[config.mk]
export PLATFORM = sky130hd
export DESIGN_NAME = control_frame_parser
export DESIGN_NICKNAME = d
export VERILOG_FILES = /design/src/rtl/core/cfp_pkg.sv /design/src/rtl/core/cfp_parser.sv /design/src/rtl/core/control_frame_parser.sv
export SDC_FILE = /design/constraint.sdc
export NUM_CORES = 1
export LEC_CHECK = 0
export BUFFER_PORTS_ARGS = -buffer_cell sky130_fd_sc_hd__clkbuf_2
export CAP_MARGIN = 20
export CORE_MARGIN = 2
export CORE_UTILIZATION = 60
export DETAILED_ROUTE_END_ITERATION = 12
export GPL_ROUTABILITY_DRIVEN = 0
export PLACE_DENSITY = 0.81
export SYNTH_ARGS = -nofsm -noshare
export SYNTH_HDL_FRONTEND = slang
export SYNTH_HIERARCHICAL = 1
export SYNTH_SLANG_ARGS = --single-unit
[constraint.sdc]
create_clock -name clock -period 8.97 [get_ports clock]
set_input_delay 0.897 -clock clock [delete_from_list [all_inputs] [get_ports clock]]
set_output_delay 0.897 -clock clock [all_outputs]
set_load 0.03 [all_outputs]
[src/rtl/core/cfp_pkg.sv]
package cfp_pkg;

   // Framing constants
   localparam logic [7:0]  SYNC_BYTE   = 8'hA5;
   localparam logic [7:0]  TYPE_SET    = 8'h01;
   localparam logic [7:0]  TYPE_GET    = 8'h02;
   localparam logic [15:0] CRC_POLY    = 16'h1021;
   localparam logic [15:0] CRC_INIT    = 16'hFFFF;
   localparam logic [15:0] LIMIT_RESET = 16'd64;

   // Event codes on the input word
   localparam logic CMD_BYTE    = 1'b0;
   localparam logic CMD_TIMEOUT = 1'b1;

   // Result kinds
   localparam logic KIND_PAYLOAD = 1'b0;
   localparam logic KIND_FRAME   = 1'b1;

   // Frame status codes
   localparam logic [1:0] STATUS_OK       = 2'd0;
   localparam logic [1:0] STATUS_CRC      = 2'd1;
   localparam logic [1:0] STATUS_LOCKED   = 2'd2;
   localparam logic [1:0] STATUS_OVERSIZE = 2'd3;

   // Register indexes on the control port
   localparam logic [1:0] CSR_BULK_CODE = 2'd0;
   localparam logic [1:0] CSR_BULK_MIN  = 2'd1;
   localparam logic [1:0] CSR_BULK_MAX  = 2'd2;
   localparam logic [1:0] CSR_LIMIT     = 2'd3;

   typedef struct packed {
      logic       command;
      logic [7:0] rx_byte;
      logic       bulk_grant;
   } req_word_type;

   typedef struct packed {
      logic        kind;
      logic [7:0]  data_byte;
      logic [15:0] byte_offset;
      logic        to_bulk_buffer;
      logic        is_read;
      logic [7:0]  request_code;
      logic [15:0] request_value;
      logic [15:0] request_index;
      logic [15:0] request_length;
      logic [1:0]  frame_status;
   } rsp_word_type;

   // Control register set as seen by the parser
   typedef struct packed {
      logic [7:0]  bulk_request_code;
      logic [15:0] bulk_min_length;
      logic [15:0] bulk_max_length;
      logic [15:0] payload_limit;
   } cfg_type;

   // One byte of CRC16-CCITT-FALSE, unrolled over the eight bit steps.
   function automatic logic [15:0] crc_update(input logic [15:0] crc, input logic [7:0] b);
      logic [15:0] v;
      v = crc ^ {b, 8'h00};
      for (int i = 0; i < 8; i++) begin
         if (v[15]) begin
            v = {v[14:0], 1'b0} ^ CRC_POLY;
         end else begin
            v = {v[14:0], 1'b0};
         end
      end
      return v;
   endfunction

endpackage

[src/rtl/core/cfp_parser.sv]
module cfp_parser (
   input  logic                  clock,
   input  logic                  reset,
   input  logic                  step,
   input  cfp_pkg::req_word_type word,
   input  cfp_pkg::cfg_type      cfg,
   output logic                  result_valid,
   output cfp_pkg::rsp_word_type result
);

   typedef enum logic [2:0] {
      PH_SYNC,
      PH_TYPE,
      PH_HEADER,
      PH_PAYLOAD,
      PH_CRC
   } phase_type;

   phase_type   phase_ff, phase_in;
   logic        read_frame_ff, read_frame_in;
   logic [2:0]  header_count_ff, header_count_in;
   logic [7:0]  req_code_ff, req_code_in;
   logic [15:0] req_value_ff, req_value_in;
   logic [15:0] req_index_ff, req_index_in;
   logic [15:0] req_length_ff, req_length_in;
   logic [15:0] payload_count_ff, payload_count_in;
   logic        discarding_ff, discarding_in;
   logic        bulk_route_ff, bulk_route_in;
   logic [1:0]  held_status_ff, held_status_in;
   logic [15:0] crc_ff, crc_in;
   logic        crc_byte_count_ff, crc_byte_count_in;
   logic [7:0]  crc_low_ff, crc_low_in;

   logic [7:0]  b;
   logic [15:0] crc_next;
   logic [15:0] full_length;
   logic [15:0] count_next;
   logic [15:0] received_crc;
   logic [1:0]  status;
   logic        is_bulk;

   assign b            = word.rx_byte;
   assign crc_next     = cfp_pkg::crc_update(crc_ff, b);
   assign full_length  = {b, req_length_ff[7:0]};
   assign count_next   = payload_count_ff + 16'd1;
   assign received_crc = {b, crc_low_ff};
   assign is_bulk      = (req_code_ff == cfg.bulk_request_code) &&
                         (full_length >= cfg.bulk_min_length) &&
                         (full_length <= cfg.bulk_max_length);

   // Status of a finished frame: a CRC mismatch wins over any held status.
   always_comb begin
      if (received_crc != crc_ff) begin
         status = cfp_pkg::STATUS_CRC;
      end else if (discarding_ff) begin
         status = held_status_ff;
      end else begin
         status = cfp_pkg::STATUS_OK;
      end
   end

   // Next state and the result of the word being taken.
   always_comb begin
      phase_in          = phase_ff;
      read_frame_in     = read_frame_ff;
      header_count_in   = header_count_ff;
      req_code_in       = req_code_ff;
      req_value_in      = req_value_ff;
      req_index_in      = req_index_ff;
      req_length_in     = req_length_ff;
      payload_count_in  = payload_count_ff;
      discarding_in     = discarding_ff;
      bulk_route_in     = bulk_route_ff;
      held_status_in    = held_status_ff;
      crc_in            = crc_ff;
      crc_byte_count_in = crc_byte_count_ff;
      crc_low_in        = crc_low_ff;
      result_valid      = 1'b0;
      result            = '0;

      if (step) begin
         if (word.command == cfp_pkg::CMD_TIMEOUT) begin
            // Abandon any partial frame.
            phase_in          = PH_SYNC;
            header_count_in   = 3'd0;
            payload_count_in  = 16'd0;
            discarding_in     = 1'b0;
            bulk_route_in     = 1'b0;
            crc_byte_count_in = 1'b0;
         end else begin
            unique case (phase_ff)
               PH_SYNC: begin
                  if (b == cfp_pkg::SYNC_BYTE) begin
                     phase_in = PH_TYPE;
                  end
               end
               PH_TYPE: begin
                  if (b == cfp_pkg::TYPE_SET || b == cfp_pkg::TYPE_GET) begin
                     read_frame_in   = (b == cfp_pkg::TYPE_GET);
                     crc_in          = cfp_pkg::crc_update(cfp_pkg::CRC_INIT, b);
                     header_count_in = 3'd0;
                     phase_in        = PH_HEADER;
                  end else begin
                     phase_in = PH_SYNC;
                  end
               end
               PH_HEADER: begin
                  crc_in = crc_next;
                  unique case (header_count_ff)
                     3'd0:    req_code_in   = b;
                     3'd1:    req_value_in  = {req_value_ff[15:8], b};
                     3'd2:    req_value_in  = {b, req_value_ff[7:0]};
                     3'd3:    req_index_in  = {req_index_ff[15:8], b};
                     3'd4:    req_index_in  = {b, req_index_ff[7:0]};
                     3'd5:    req_length_in = {req_length_ff[15:8], b};
                     default: req_length_in = full_length;
                  endcase
                  if (header_count_ff >= 3'd6) begin
                     // Header complete: decide the payload route.
                     header_count_in   = 3'd0;
                     discarding_in     = 1'b0;
                     bulk_route_in     = 1'b0;
                     payload_count_in  = 16'd0;
                     held_status_in    = cfp_pkg::STATUS_OK;
                     crc_byte_count_in = 1'b0;
                     if (read_frame_ff || full_length == 16'd0) begin
                        phase_in = PH_CRC;
                     end else begin
                        phase_in = PH_PAYLOAD;
                        if (is_bulk) begin
                           if (word.bulk_grant) begin
                              bulk_route_in = 1'b1;
                           end else begin
                              discarding_in  = 1'b1;
                              held_status_in = cfp_pkg::STATUS_LOCKED;
                           end
                        end else if (full_length > cfg.payload_limit) begin
                           discarding_in  = 1'b1;
                           held_status_in = cfp_pkg::STATUS_OVERSIZE;
                        end
                     end
                  end else begin
                     header_count_in = header_count_ff + 3'd1;
                  end
               end
               PH_PAYLOAD: begin
                  crc_in = crc_next;
                  if (!discarding_ff) begin
                     result_valid          = 1'b1;
                     result.kind           = cfp_pkg::KIND_PAYLOAD;
                     result.data_byte      = b;
                     result.byte_offset    = payload_count_ff;
                     result.to_bulk_buffer = bulk_route_ff;
                  end
                  payload_count_in = count_next;
                  if (count_next == req_length_ff) begin
                     crc_byte_count_in = 1'b0;
                     phase_in          = PH_CRC;
                  end
               end
               PH_CRC: begin
                  if (!crc_byte_count_ff) begin
                     crc_low_in        = b;
                     crc_byte_count_in = 1'b1;
                  end else begin
                     result_valid          = 1'b1;
                     result.kind           = cfp_pkg::KIND_FRAME;
                     result.to_bulk_buffer = (status == cfp_pkg::STATUS_OK) && bulk_route_ff;
                     result.is_read        = read_frame_ff;
                     result.request_code   = req_code_ff;
                     result.request_value  = req_value_ff;
                     result.request_index  = req_index_ff;
                     result.request_length = req_length_ff;
                     result.frame_status   = status;
                     phase_in              = PH_SYNC;
                     crc_byte_count_in     = 1'b0;
                     discarding_in         = 1'b0;
                  end
               end
               default: begin
                  phase_in          = PH_SYNC;
                  header_count_in   = 3'd0;
                  payload_count_in  = 16'd0;
                  discarding_in     = 1'b0;
                  bulk_route_in     = 1'b0;
                  crc_byte_count_in = 1'b0;
               end
            endcase
         end
      end
   end

   // Parser state.
   always_ff @(posedge clock) begin
      if (reset) begin
         phase_ff          <= PH_SYNC;
         read_frame_ff     <= 1'b0;
         header_count_ff   <= 3'd0;
         req_code_ff       <= 8'd0;
         req_value_ff      <= 16'd0;
         req_index_ff      <= 16'd0;
         req_length_ff     <= 16'd0;
         payload_count_ff  <= 16'd0;
         discarding_ff     <= 1'b0;
         bulk_route_ff     <= 1'b0;
         held_status_ff    <= cfp_pkg::STATUS_OK;
         crc_ff            <= cfp_pkg::CRC_INIT;
         crc_byte_count_ff <= 1'b0;
         crc_low_ff        <= 8'd0;
      end else begin
         phase_ff          <= phase_in;
         read_frame_ff     <= read_frame_in;
         header_count_ff   <= header_count_in;
         req_code_ff       <= req_code_in;
         req_value_ff      <= req_value_in;
         req_index_ff      <= req_index_in;
         req_length_ff     <= req_length_in;
         payload_count_ff  <= payload_count_in;
         discarding_ff     <= discarding_in;
         bulk_route_ff     <= bulk_route_in;
         held_status_ff    <= held_status_in;
         crc_ff            <= crc_in;
         crc_byte_count_ff <= crc_byte_count_in;
         crc_low_ff        <= crc_low_in;
      end
   end

endmodule

[src/rtl/core/control_frame_parser.sv]
// Channel   Direction  Ports                                    Word
// req       in         req_valid, req_ready, req_data           command, rx_byte, bulk_grant
// rsp       out        rsp_valid, rsp_ready, rsp_data           payload byte or frame result
// csr       in         csr_we, csr_index, csr_wdata             control register write
//
// One word is taken per cycle while the output is not stalled; its result, if any,
// appears in the output register on the following cycle.
// The parser state and CRC are updated in the cycle the word is taken.
// Reset is synchronous and returns the parser to sync hunting with default registers.
// A stalled output holds its word; a new word is taken only when the output
// register is empty or being emptied in the same cycle.
module control_frame_parser (
   input  logic                  clock,
   input  logic                  reset,
   input  logic                  req_valid,
   output logic                  req_ready,
   input  cfp_pkg::req_word_type req_data,
   output logic                  rsp_valid,
   input  logic                  rsp_ready,
   output cfp_pkg::rsp_word_type rsp_data,
   input  logic                  csr_we,
   input  logic [1:0]            csr_index,
   input  logic [15:0]           csr_wdata
);

   cfp_pkg::cfg_type      cfg_ff;
   logic                  rsp_valid_ff;
   cfp_pkg::rsp_word_type rsp_data_ff;
   logic                  step;
   logic                  result_valid;
   cfp_pkg::rsp_word_type result;

   assign req_ready = !rsp_valid_ff || rsp_ready;
   assign step      = req_valid && req_ready;
   assign rsp_valid = rsp_valid_ff;
   assign rsp_data  = rsp_data_ff;

   // Control registers.
   always_ff @(posedge clock) begin
      if (reset) begin
         cfg_ff.bulk_request_code <= 8'd0;
         cfg_ff.bulk_min_length   <= 16'd0;
         cfg_ff.bulk_max_length   <= 16'hFFFF;
         cfg_ff.payload_limit     <= cfp_pkg::LIMIT_RESET;
      end else if (csr_we) begin
         unique case (csr_index)
            cfp_pkg::CSR_BULK_CODE: cfg_ff.bulk_request_code <= csr_wdata[7:0];
            cfp_pkg::CSR_BULK_MIN:  cfg_ff.bulk_min_length   <= csr_wdata;
            cfp_pkg::CSR_BULK_MAX:  cfg_ff.bulk_max_length   <= csr_wdata;
            cfp_pkg::CSR_LIMIT:     cfg_ff.payload_limit     <= csr_wdata;
            default:                cfg_ff <= cfg_ff;
         endcase
      end
   end

   cfp_parser u_parser (
      .clock        (clock),
      .reset        (reset),
      .step         (step),
      .word         (req_data),
      .cfg          (cfg_ff),
      .result_valid (result_valid),
      .result       (result)
   );

   // Output register.
   always_ff @(posedge clock) begin
      if (reset) begin
         rsp_valid_ff <= 1'b0;
      end else if (step && result_valid) begin
         rsp_valid_ff <= 1'b1;
      end else if (rsp_ready) begin
         rsp_valid_ff <= 1'b0;
      end
   end

   always_ff @(posedge clock) begin
      if (step && result_valid) begin
         rsp_data_ff <= result;
      end
   end

endmodule

==> results.ini, run 1 <==
[run_status]
outcome = finished clean

[clock_network]
cts_sinks = 250
clockBufferDepth = 3
cts_tree = yes
ctsHtreeMaxLevel = 1
worstSkewPairLatency_ns = 0.52
path_clk_slew_ns = 0.06
cts_buffers = 26
postCtsResizedCells = 0
cts-root-buf = clkbuf_16
hold_buffers = 0
cts_setup_buffers = 0

[yosys]
synthFlopType = dfxtp_1
seq_area_frac_synth_pct = 47.3
netlist_area_um2 = 12400
ys_ff_latch = 250
synth_area_per_cell_um2 = 9.98
ys_types = 66
synth-edff-count = 85
postSynth.asyncResetShare_pct = 0
syn_nets = 1326
syn_inst = 1239
ys.warnings.count = 6

[min_path]
hp-class = reg2reg
min_path_cells = 2

[grt]
grt_overflow_total = 0
grt_pass1_wl_um = 44000
grt_pass1_vias = 8557
grt_max_degree = 101
grt.total_usage_pct = 24.8
antenna_found_initial = 1

[sta]
fmax_mhz = 264
slew-limit-headroom_pct = 26.0
hold_viol = 0
skew_ns = 0.00825
post-route-period-util_pct = 42.2
fin_crit_ns = 3.79
setup_slack_ns = 5.18
fin_tns_setup_ns = 0
drv_slew = 0
tightest_slew_ns = 1.11
setup_viol = 0
rsz0062_at_grt = no
holdWs_ns = 0.472

[drt]
ant_nets = 0
routed_wl_um = 27400
vias = 9079
drt_iter0_drc = 672
wl_per_cell_um = 17.0
vias_per_cell = 5.65
drc = 0
dr.pass1.iters = 5

[floorplan]
rows = 52
die-height_um = 148
io_pins = 120
start_util_pct = 61.1
coreArea_um2 = 20200
dieWidth_um = 148
die-area_um2 = 21800

[finish]
fin_cells = 1608
nets = 1404
drive_gt1_share_pct = 13.9
areaGrowthSynthToFinish_pct = 12.5

[pwr]
power.total_mw = 2.36
vdd_ir_drop_max_uv = 116
power_density_nw_per_um2 = 170
power_leakage_nw = 5.70

[critical_path]
critPathKind = reg2reg
cp-end-kind = register
rr_worst_depth = 8
cp_max_fo = 85
cp_cell_sequence = nor2b_1 -> nand2_1 -> nor3_2 -> buf_6 -> or2_1 -> nand2_1 -> nor2b_4 -> buf_4
critPathSlowestCell = buf_4
cp_common_cell = nand2_1
max_stage_delay_ns = 0.75
cp-start-kind = register
worstPathArrival_ns = 3.94
critical_path_required_ns = 9.12

[placement]
port_buffers = 119
placed_cells = 1557
place_hpwl_um = 18100
pre_cts_ws_ns = 4.57

[flow_run]
cap_violations = 0

==> kinds of logic (layout without fill, tap and decap cells) <==
kind of cell | Yosys count | after routing | share of synthesized area, %
AOI/OAI and AO/OA | 139 | 139 | 7.19
and+or+nand+nor | 456 | 456 | 19.8
other | 0 | 1 | 0
adders and majority gates | 54 | 54 | 5.46
xor gates and xnor gates | 83 | 83 | 5.88
buffers and inverters | 135 | 233 | 4.47
DFF | 250 | 250 | 47.3
muxes | 122 | 122 | 9.87
==> power by group <==
part / internal (mW) / total (mW) / switching, mW
logic: 0.0470 / 0.124 / 0.0772
clock network: 0.628 / 1.06 / 0.432
registers: 1.17 / 1.18 / 0.00606
total: 1.85 / 2.36 / 0.515
==> state kept, by name, summed over array words and instances (netlist names), 8 cells and up <==
name / flops
cfg_ff: 56
rsp_data: 85
u_parser/crc_ff: 16
u_parser/crc_low_ff: 8
u_parser/payload_count_ff: 16
u_parser/req_code_ff: 8
u_parser/req_index_ff: 16
u_parser/req_length_ff: 16
u_parser/req_value_ff: 16
==> layer usage <==
layer | wire, um | track usage [%] | up-vias
met5 | 0 | 0 | -
met4 | 633 | 7.21 | 0
met3 | 1790 | 3.95 | 56
met2 | 12900 | 41.1 | 292
met1 | 12100 | 33.9 | 4331
li1 | - | - | 4400
==> final timing paths <==
| kind | start | to | slack, ns |
|---|---|---|---|
| max reg2reg | u_parser/phase_ff[1] | rsp_data[4] | 5.18 |
| min reg2reg | u_parser/held_status_ff[0] | u_parser/held_status_ff[0] | 0.47 |
| min | u_parser/held_status_ff[0] | u_parser/held_status_ff[0] | 0.47 |
| max | u_parser/phase_ff[1] | rsp_data[4] | 5.18 |
==> cells in the mapped netlist (3+ instances only) <==
cell type	instances	area [um^2]
a211oi_1	3	22.5
a21o_1	18	135
a21oi_1	42	210
a31oi_1	4	25.0
and2_1	81	507
and3_1	5	31.3
and4_1	5	43.8
buf_2	14	70.1
buf_4	3	22.5
clkbuf_1	53	199
dfxtp_1	165	3300
edfxtp_1	85	2550
ha_1	54	676
inv_1	57	214
mux2i_1	122	1220
nand2_1	47	176
nand2b_1	64	400
nand3_1	12	60.1
nand3b_1	3	22.5
nand4_1	21	131
nand4b_1	3	26.3
nor2_1	132	495
nor2_2	3	18.8
nor2b_1	12	75.1
nor3_1	12	60.1
nor4_1	12	75.1
o211ai_1	15	113
o21a_1	5	37.5
o21ai_0	22	110
o21ai_1	8	40.0
or2_1	3	18.8
or3_1	22	138
or4_1	4	30.0
xnor2_1	69	604
xor2_1	14	123
==> cell usage in the layout, fill, tap and decap left out, drive strengths merged, types with 5 or more instances in the layout <==
cell type and count:
nor3 12, and4 5, inv 59, a21o 18, xor2 14, nor2b 12
nand2b 64, dfxtp 165, nor2 135, buf 8, and3 5, clkbuf 152
clkinv 7, and2 81, or4 5, nor4 12, nand4 23, xnor2 69
a21oi 43, o21a 5, mux2i 122, ha 54, nand3 14, nand2 48
o21ai 31, or3 22, o211ai 15, edfxtp 85
==> per-stage QoR <==
| stage | instance area [um^2] | util [%] |
|---|---|---|
| 5_1_grt | 13900 | 68.8 |
| 2_1_floorplan | 12400 | - |
| 3_5_place_dp | 13000 | 64.5 |
| 3_3_place_gp | 13000 | 64.4 |
| 6_report | 13900 | 68.8 |
| 4_1_cts | 13900 | 68.7 |
==> worst max-delay path, delay by kind of cell, from the launching register on <==
kind / cells / cell delay [ns]
DFF: 1 / 0.65
and+or+nand+nor: 6 / 1.69
buffers and inverters: 2 / 0.98
==> final cells by class <==
type,count,area [um^2]
Antenna cell,1,2.50
Clock buffer,34,691
Clock inverter,14,155
Fill cell,1542,6320
Inverter,59,221
Multi-Input combinational cell,854,6000
Sequential cell,250,5860
Tap cell,270,338
Timing Repair Buffer,126,658
Note: power is estimated with default switching activity, not from simulation.
==> inputs of run 2 (changes only) <==
clock period = 3.5 ns   (was 8.97 ns; I/O delays follow)
==> results.ini, run 2 (same netlist as run 1, synthesis figures left out) <==
[sta]
drv_slew = 0  ; unchanged
fmax_mhz = 361  ; +37%
setup_viol = 0  ; unchanged
post-route-period-util_pct = 79.1  ; +37 points
setup_slack_ns = 0.733  ; -4.45 ns
slew-limit-headroom_pct = 32.2  ; +6.2 points
skew_ns = 0.00936  ; +0.00111 ns
tightest_slew_ns = 1.02  ; -0.0899 ns
fin_tns_setup_ns = 0  ; unchanged
fin_crit_ns = 2.77  ; -1.02 ns
holdWs_ns = 0.109  ; -0.363 ns
rsz0062_at_grt = no
hold_viol = 0  ; unchanged

[grt]
grt_max_degree = 180  ; +78%
grt_pass1_wl_um = 44800  ; +1.9%
grt_pass1_vias = 8603  ; +0.54%
grt_overflow_total = 0  ; unchanged
antenna_found_initial = 0  ; -1
grt.total_usage_pct = 25.6  ; +0.72 points

[clock_network]
cts_buffers = 26  ; unchanged
path_clk_slew_ns = 0.06  ; about the same
cts_setup_buffers = 0  ; unchanged
hold_buffers = 0  ; unchanged
cts-root-buf = clkbuf_16
clockBufferDepth = 3  ; unchanged
cts_tree = yes
postCtsResizedCells = 0  ; unchanged
ctsHtreeMaxLevel = 1  ; unchanged
cts_sinks = 250  ; unchanged
worstSkewPairLatency_ns = 0.52  ; about the same

[drt]
vias_per_cell = 5.65  ; about the same
drt_iter0_drc = 750  ; +12%
vias = 9106  ; +0.30%
ant_nets = 0  ; unchanged
drc = 0  ; unchanged
routed_wl_um = 28200  ; +3.0%
dr.pass1.iters = 5  ; unchanged
wl_per_cell_um = 17.5  ; +2.7%

[pwr]
power_leakage_nw = 5.81  ; +1.9%
p_comb_share_pct = 5.3  ; about the same
switching_power_mw = 1.33  ; +160%
vdd_ir_drop_max_uv = 451  ; +290%
power.total_mw = 6.07  ; +160%
clkPwrFrac_pct = 44.9  ; about the same
sw_frac_of_total_pct = 22.0  ; +0.16 points
seqPwrFrac_pct = 49.8  ; about the same
power_density_nw_per_um2 = 433  ; +160%
p_int_mw = 4.74  ; +160%

[floorplan]
die-area_um2 = 21800  ; unchanged
die-height_um = 148  ; unchanged
rows = 52  ; unchanged
start_util_pct = 61.1  ; unchanged
dieWidth_um = 148  ; unchanged
io_pins = 120  ; unchanged
coreArea_um2 = 20200  ; unchanged

[placement]
placed_cells = 1565  ; +0.51%
place_area_um2 = 13200  ; +0.81%
port_buffers = 119  ; unchanged
place_hpwl_um = 18600  ; +2.4%
pre_cts_ws_ns = 0.858  ; -3.72 ns

[finish]
fin_util_pct = 69.2  ; +0.43 points
largest_register_ffs = 85  ; unchanged
nets = 1410  ; +0.43%
areaGrowthSynthToFinish_pct = 13.2
fin_cells = 1613  ; +0.31%
drive_gt1_share_pct = 14.5  ; +0.61 points
design_area_um2 = 14000  ; +0.63%
antenna_cells = 0  ; -1
final_common_cell = dfxtp_1
n_fill_cell = 1538  ; -0.26%
final_cell_mix = dfxtp_1, nor2_1, mux2i_1

[critical_path]
crit_buf_inv = 0  ; -2
worstPathArrival_ns = 3.15  ; -0.79 ns
critPathKind = reg2reg
max_stage_delay_ns = 0.67  ; -0.08 ns
cp_max_fo = 18  ; -79%
critical_path_required_ns = 3.89  ; -5.23 ns
cp-start-kind = register
cp_common_cell = nor2_1
cp_cell_sequence = nor2b_1 -> nand3_2 -> nand2_2 -> a21o_1 -> or2_1 -> nor2_1 -> a21oi_1 -> nor2_1
critPathSlowestCell = dfxtp_1
cp-end-kind = register
cp_top_family = simple AND/OR/NAND/NOR gates

[min_path]
hp-class = in2reg

[run_status]
outcome = finished clean

[flow_run]
cap_violations = 0  ; unchanged

[run 2: cell count changes in the layout (fill, tap and decap cells not counted), sizes merged]
cell,delta
clkinv,+3
diode,-1
clkbuf,-3
buf,+6
[run 2: layer usage]
metal,share of wire (%),global-route usage (%),up-vias
met5,0,0,-
met2,47,42.3,331
met3,6.3,3.52,45
met1,45,35.8,4302
met4,1.7,6.01,0
li1,-,-,4428
[run 2: final timing paths]
kind | start | end | slack, ns | cells after the start
worst max-delay path | u_parser/phase_ff[1] | u_parser/payload_count_ff[0] | 0.73 | 8
worst min-delay path | csr_wdata[11] | cfg_ff[11] | 0.11 | 3
worst max register to register | u_parser/phase_ff[1] | u_parser/payload_count_ff[0] | 0.73 | 8
worst min register to register | u_parser/held_status_ff[0] | u_parser/held_status_ff[0] | 0.46 | 2
[run 2: worst min-delay path, delay by kind of cell]
kind / cells / cell delay, ns
buffers and inverters: 1 / 0.09
multiplexers: 1 / 0.07
AND/OR/NAND/NOR: 1 / 0.08
[run 2: final cells by class]
cell class / instances / area [um^2] / area share, %
clock inverter: 17 / 174 / 1.24
inverter: 59 / 221 / 1.58
tap: 270 / 338 / 2.41
timing repair buffer: 132 / 733 / 5.23
clock buffer: 31 / 679 / 4.85
sequential: 250 / 5860 / 41.8
multi-input combinational: 854 / 6000 / 42.9
[run 2: power groups by stage]
stage                     combinational [mW]  sequential (mW)  clock [mW]
after global placement                 0.308             3.08           0
after global routing                   0.351             3.02        2.89
after floorplan                        0.227             3.08           0
final                                  0.320             3.02        2.73
after detailed placement               0.314             3.08           0
after CTS                              0.317             3.02        2.77
==> inputs of run 3 (changes only) <==
ABC_AREA = 1   (was default)
CORE_UTILIZATION = 54   (was 60)
PLACE_DENSITY = 0.77   (was 0.81)
clock period = 2.29 ns   (was 3.5 ns; I/O delays follow)
==> results.ini, run 3 <==
[yosys]
post-synth-top-count-cell = nand2_1
synth.top_cell.area_share_pct = 27.3  ; +0.55 points
ys_ff_latch = 250  ; unchanged
netlist_area_um2 = 12100  ; -2.0%
synth_common_cells = nand2_1, nor2_1, inv_1
ys.warnings.count = 6  ; unchanged
ys_types = 39  ; -41%
synth_mux_area_share_pct = 0  ; -9.9 points
synthXorXnorAreaFrac_pct = 3.22  ; -2.7 points
syn_nets = 1608  ; +21%
synth-edff-count = 85  ; unchanged
synth_area_leader_cell = dfxtp_1
synthTopCellsByArea = dfxtp_1, edfxtp_1, nand2_1, nor2_1, inv_1
synth_area_per_cell_um2 = 7.97  ; -20%
syn_inst = 1521  ; +23%
synth_top_family_by_area = simple AND/OR/NAND/NOR gates
yosys.area_share.simple_pct = 22.8  ; +3.0 points
synth_fa_ha_area_share_pct = 5.57  ; +0.11 points
postSynth.asyncResetShare_pct = 0  ; unchanged
synth-compound-area-share_pct = 10.6  ; +3.4 points
seq_area_frac_synth_pct = 48.3  ; +0.97 points
synthFlopType = dfxtp_1

[critical_path]
timing.rr.end = rsp_data[59]
setup.worst_path.end = rsp_data[59]
cp-start-kind = register
r2r_setup_slack_ns = 0.13  ; -0.60 ns
critPathKind = reg2reg
cp.depth = 8  ; unchanged
cp_cell_sequence = xor2_1 -> or2_1 -> nor4_1 -> buf_4 -> nand2_1 -> a21oi_2 -> a21oi_1 -> nor2_1
max_stage_delay_ns = 0.37  ; -0.30 ns
startpoint = u_parser/crc_ff[12]
cp_top_family = simple AND/OR/NAND/NOR gates
crit_buf_inv = 1  ; +1
critPathSlowestCell = nor4_1
cp-end-kind = register
worstPathArrival_ns = 2.48  ; -0.67 ns
rr_worst_depth = 8  ; unchanged
reg2reg_from = u_parser/crc_ff[12]
critical_path_required_ns = 2.61  ; -1.28 ns
cp_max_fo = 2  ; -16

[clock_network]
cts_tree = yes
cts-root-buf = clkbuf_16
ctsHtreeMaxLevel = 1  ; unchanged
cts_sinks = 250  ; unchanged
worstSkewPairLatency_ns = 0.53  ; about the same
path_clk_slew_ns = 0.06  ; about the same
clockBufferDepth = 3  ; unchanged
cts_buffers = 27  ; +3.8%

[drt]
vias_per_cell = 5.38  ; -4.7%
dr.pass1.iters = 6  ; +1
vias = 10590  ; +16%
ant_nets = 0  ; unchanged
drt_iter0_drc = 789  ; +5.2%
wl_per_cell_um = 15.7  ; -11%
routed_wl_um = 30800  ; +9.1%
drc = 0  ; unchanged

[finish]
nets = 1755  ; +24%
fin_util_pct = 65.1  ; -4.1 points
antenna_cells = 0  ; unchanged
areaGrowthSynthToFinish_pct = 17.9
design_area_um2 = 14300  ; +2.0%
n_fill_cell = 1845  ; +20%
final_cell_mix = nand2_1, nor2_1, inv_1
final_common_cell = nand2_1
drive_gt1_share_pct = 15.2  ; +0.71 points
largest_register_ffs = 85  ; unchanged
ff_latch_area_um2 = 5860  ; about the same
multi_input_area_um2 = 5220  ; -13%

[sta]
setup_slack_ns = 0.129  ; -0.604 ns
tightest_slew_ns = 0.677  ; -0.340 ns
skew_ns = 0.0100  ; +0.000640 ns
post-route-period-util_pct = 94.4  ; +15 points
setup_viol = 0  ; unchanged
fmax_mhz = 463  ; +28%
slew-limit-headroom_pct = 54.9  ; +23 points
fin_crit_ns = 2.16  ; -0.606 ns
hold_viol = 0  ; unchanged
drv_slew = 0  ; unchanged

[floorplan]
rows = 54  ; +3.8%
die-area_um2 = 23700  ; +8.6%
dieWidth_um = 154  ; +4.2%
die-height_um = 154  ; +4.2%
start_util_pct = 55.2  ; -5.9 points
coreArea_um2 = 22000  ; +8.5%
io_pins = 120  ; unchanged

[flow_run]
cap_violations = 0  ; unchanged

[grt]
grt_pass1_wl_um = 49700  ; +11%
grt.total_usage_pct = 25.7  ; +0.17 points
grt_overflow_total = 0  ; unchanged
grt_max_degree = 71  ; -61%
grt_pass1_vias = 9905  ; +15%
antenna_found_initial = 0  ; unchanged

[pwr]
power.total_mw = 10.1  ; +66%
power_density_nw_per_um2 = 707  ; +63%
vdd_ir_drop_max_uv = 480  ; +6.4%
power_leakage_nw = 6.32  ; +8.8%

[placement]
port_buffers = 119  ; unchanged
pre_cts_ws_ns = 0.122  ; -0.736 ns
place_area_um2 = 13300  ; +0.79%
place_hpwl_um = 21400  ; +15%

[min_path]
hp-class = in2reg

[run_status]
outcome = finished clean

[run 3: changes by cell type after synthesis, sizes merged, moves of 46 or more]
cell,previous run,this run
nor2,135,236
nand2b,64,0
xnor2,69,23
and2,81,0
inv,59,226
nand3,14,91
mux2i,122,0
nand2,48,259
o21ai,31,81
a21oi,43,123
[run 3: kinds of logic (layout without fill, tap and decap cells)]
logic type | after synthesis | after routing
compound gates | 238 | 238
flops | 250 | 250
buf+inv | 290 | 457
xor+xnor | 43 | 43
fa+ha+maj | 54 | 54
simple gates | 646 | 646
[run 3: final cells by class]
class	instances	share of cell area (%)
flip-flops and latches	250	41.0
multi-input cells	981	36.5
repair buffers	182	7.90
inverters	226	5.97
clock buffers	40	5.35
well taps	280	2.45
clock inverters	9	0.814
[run 3: report_power, final]
part / switching [mW] / leakage [nW] / internal (mW)
Combinational: 0.664 / 3.66 / 0.365
Clock: 1.70 / 0.431 / 2.63
Sequential: 0.0783 / 2.23 / 4.67
Total: 2.44 / 6.32 / 7.66
[run 3: tightest hold or removal path, cell delays in order]
cell and delay [ns]:
clkbuf_2 0.14, nor2_1 0.06, nor2_1 0.08
[run 3: how the worst min path moves through the flow]
stage                       startpoint    endpoint  slack, ns  cells past startpoint
final                     csr_wdata[4]  cfg_ff[36]       0.02                      3
after global routing      csr_wdata[1]  cfg_ff[33]       0.02                      3
after CTS                 csr_wdata[1]  cfg_ff[33]       0.01                      3
after detailed placement    cfg_ff[19]  cfg_ff[19]       0.44                      2
after global placement      cfg_ff[20]  cfg_ff[20]       0.44                      2
after floorplan                  reset   cfg_ff[6]       0.32                      2
[run 3: repair_timing]
action                     4_1_cts  5_1_grt
buffers inserted                 0        2
hold endpoints to repair        22        0
hold buffers                    10        0
setup endpoints to repair        0       10
resized for setup                0        9
[run 3: layer usage]
layer  share of wire, %  GRT usage (%)  routed length [um]
met5                  0              0                   0
met3                7.9           4.45                2420
met1                 43           34.3               13200
met2                 47           42.8               14300
met4                2.8           8.54                 855
[run 3: through the flow]
step	TNS (ns)	std cells	hold slack (ns)
3_3_place_gp	0	1907	0.440
4_1_cts	0	1966	0.0107
5_1_grt	-0.0116	1968	0.0244
6_report	0	1968	0.0164
3_5_place_dp	0	1907	0.444
2_1_floorplan	-121.49	1521	0.321
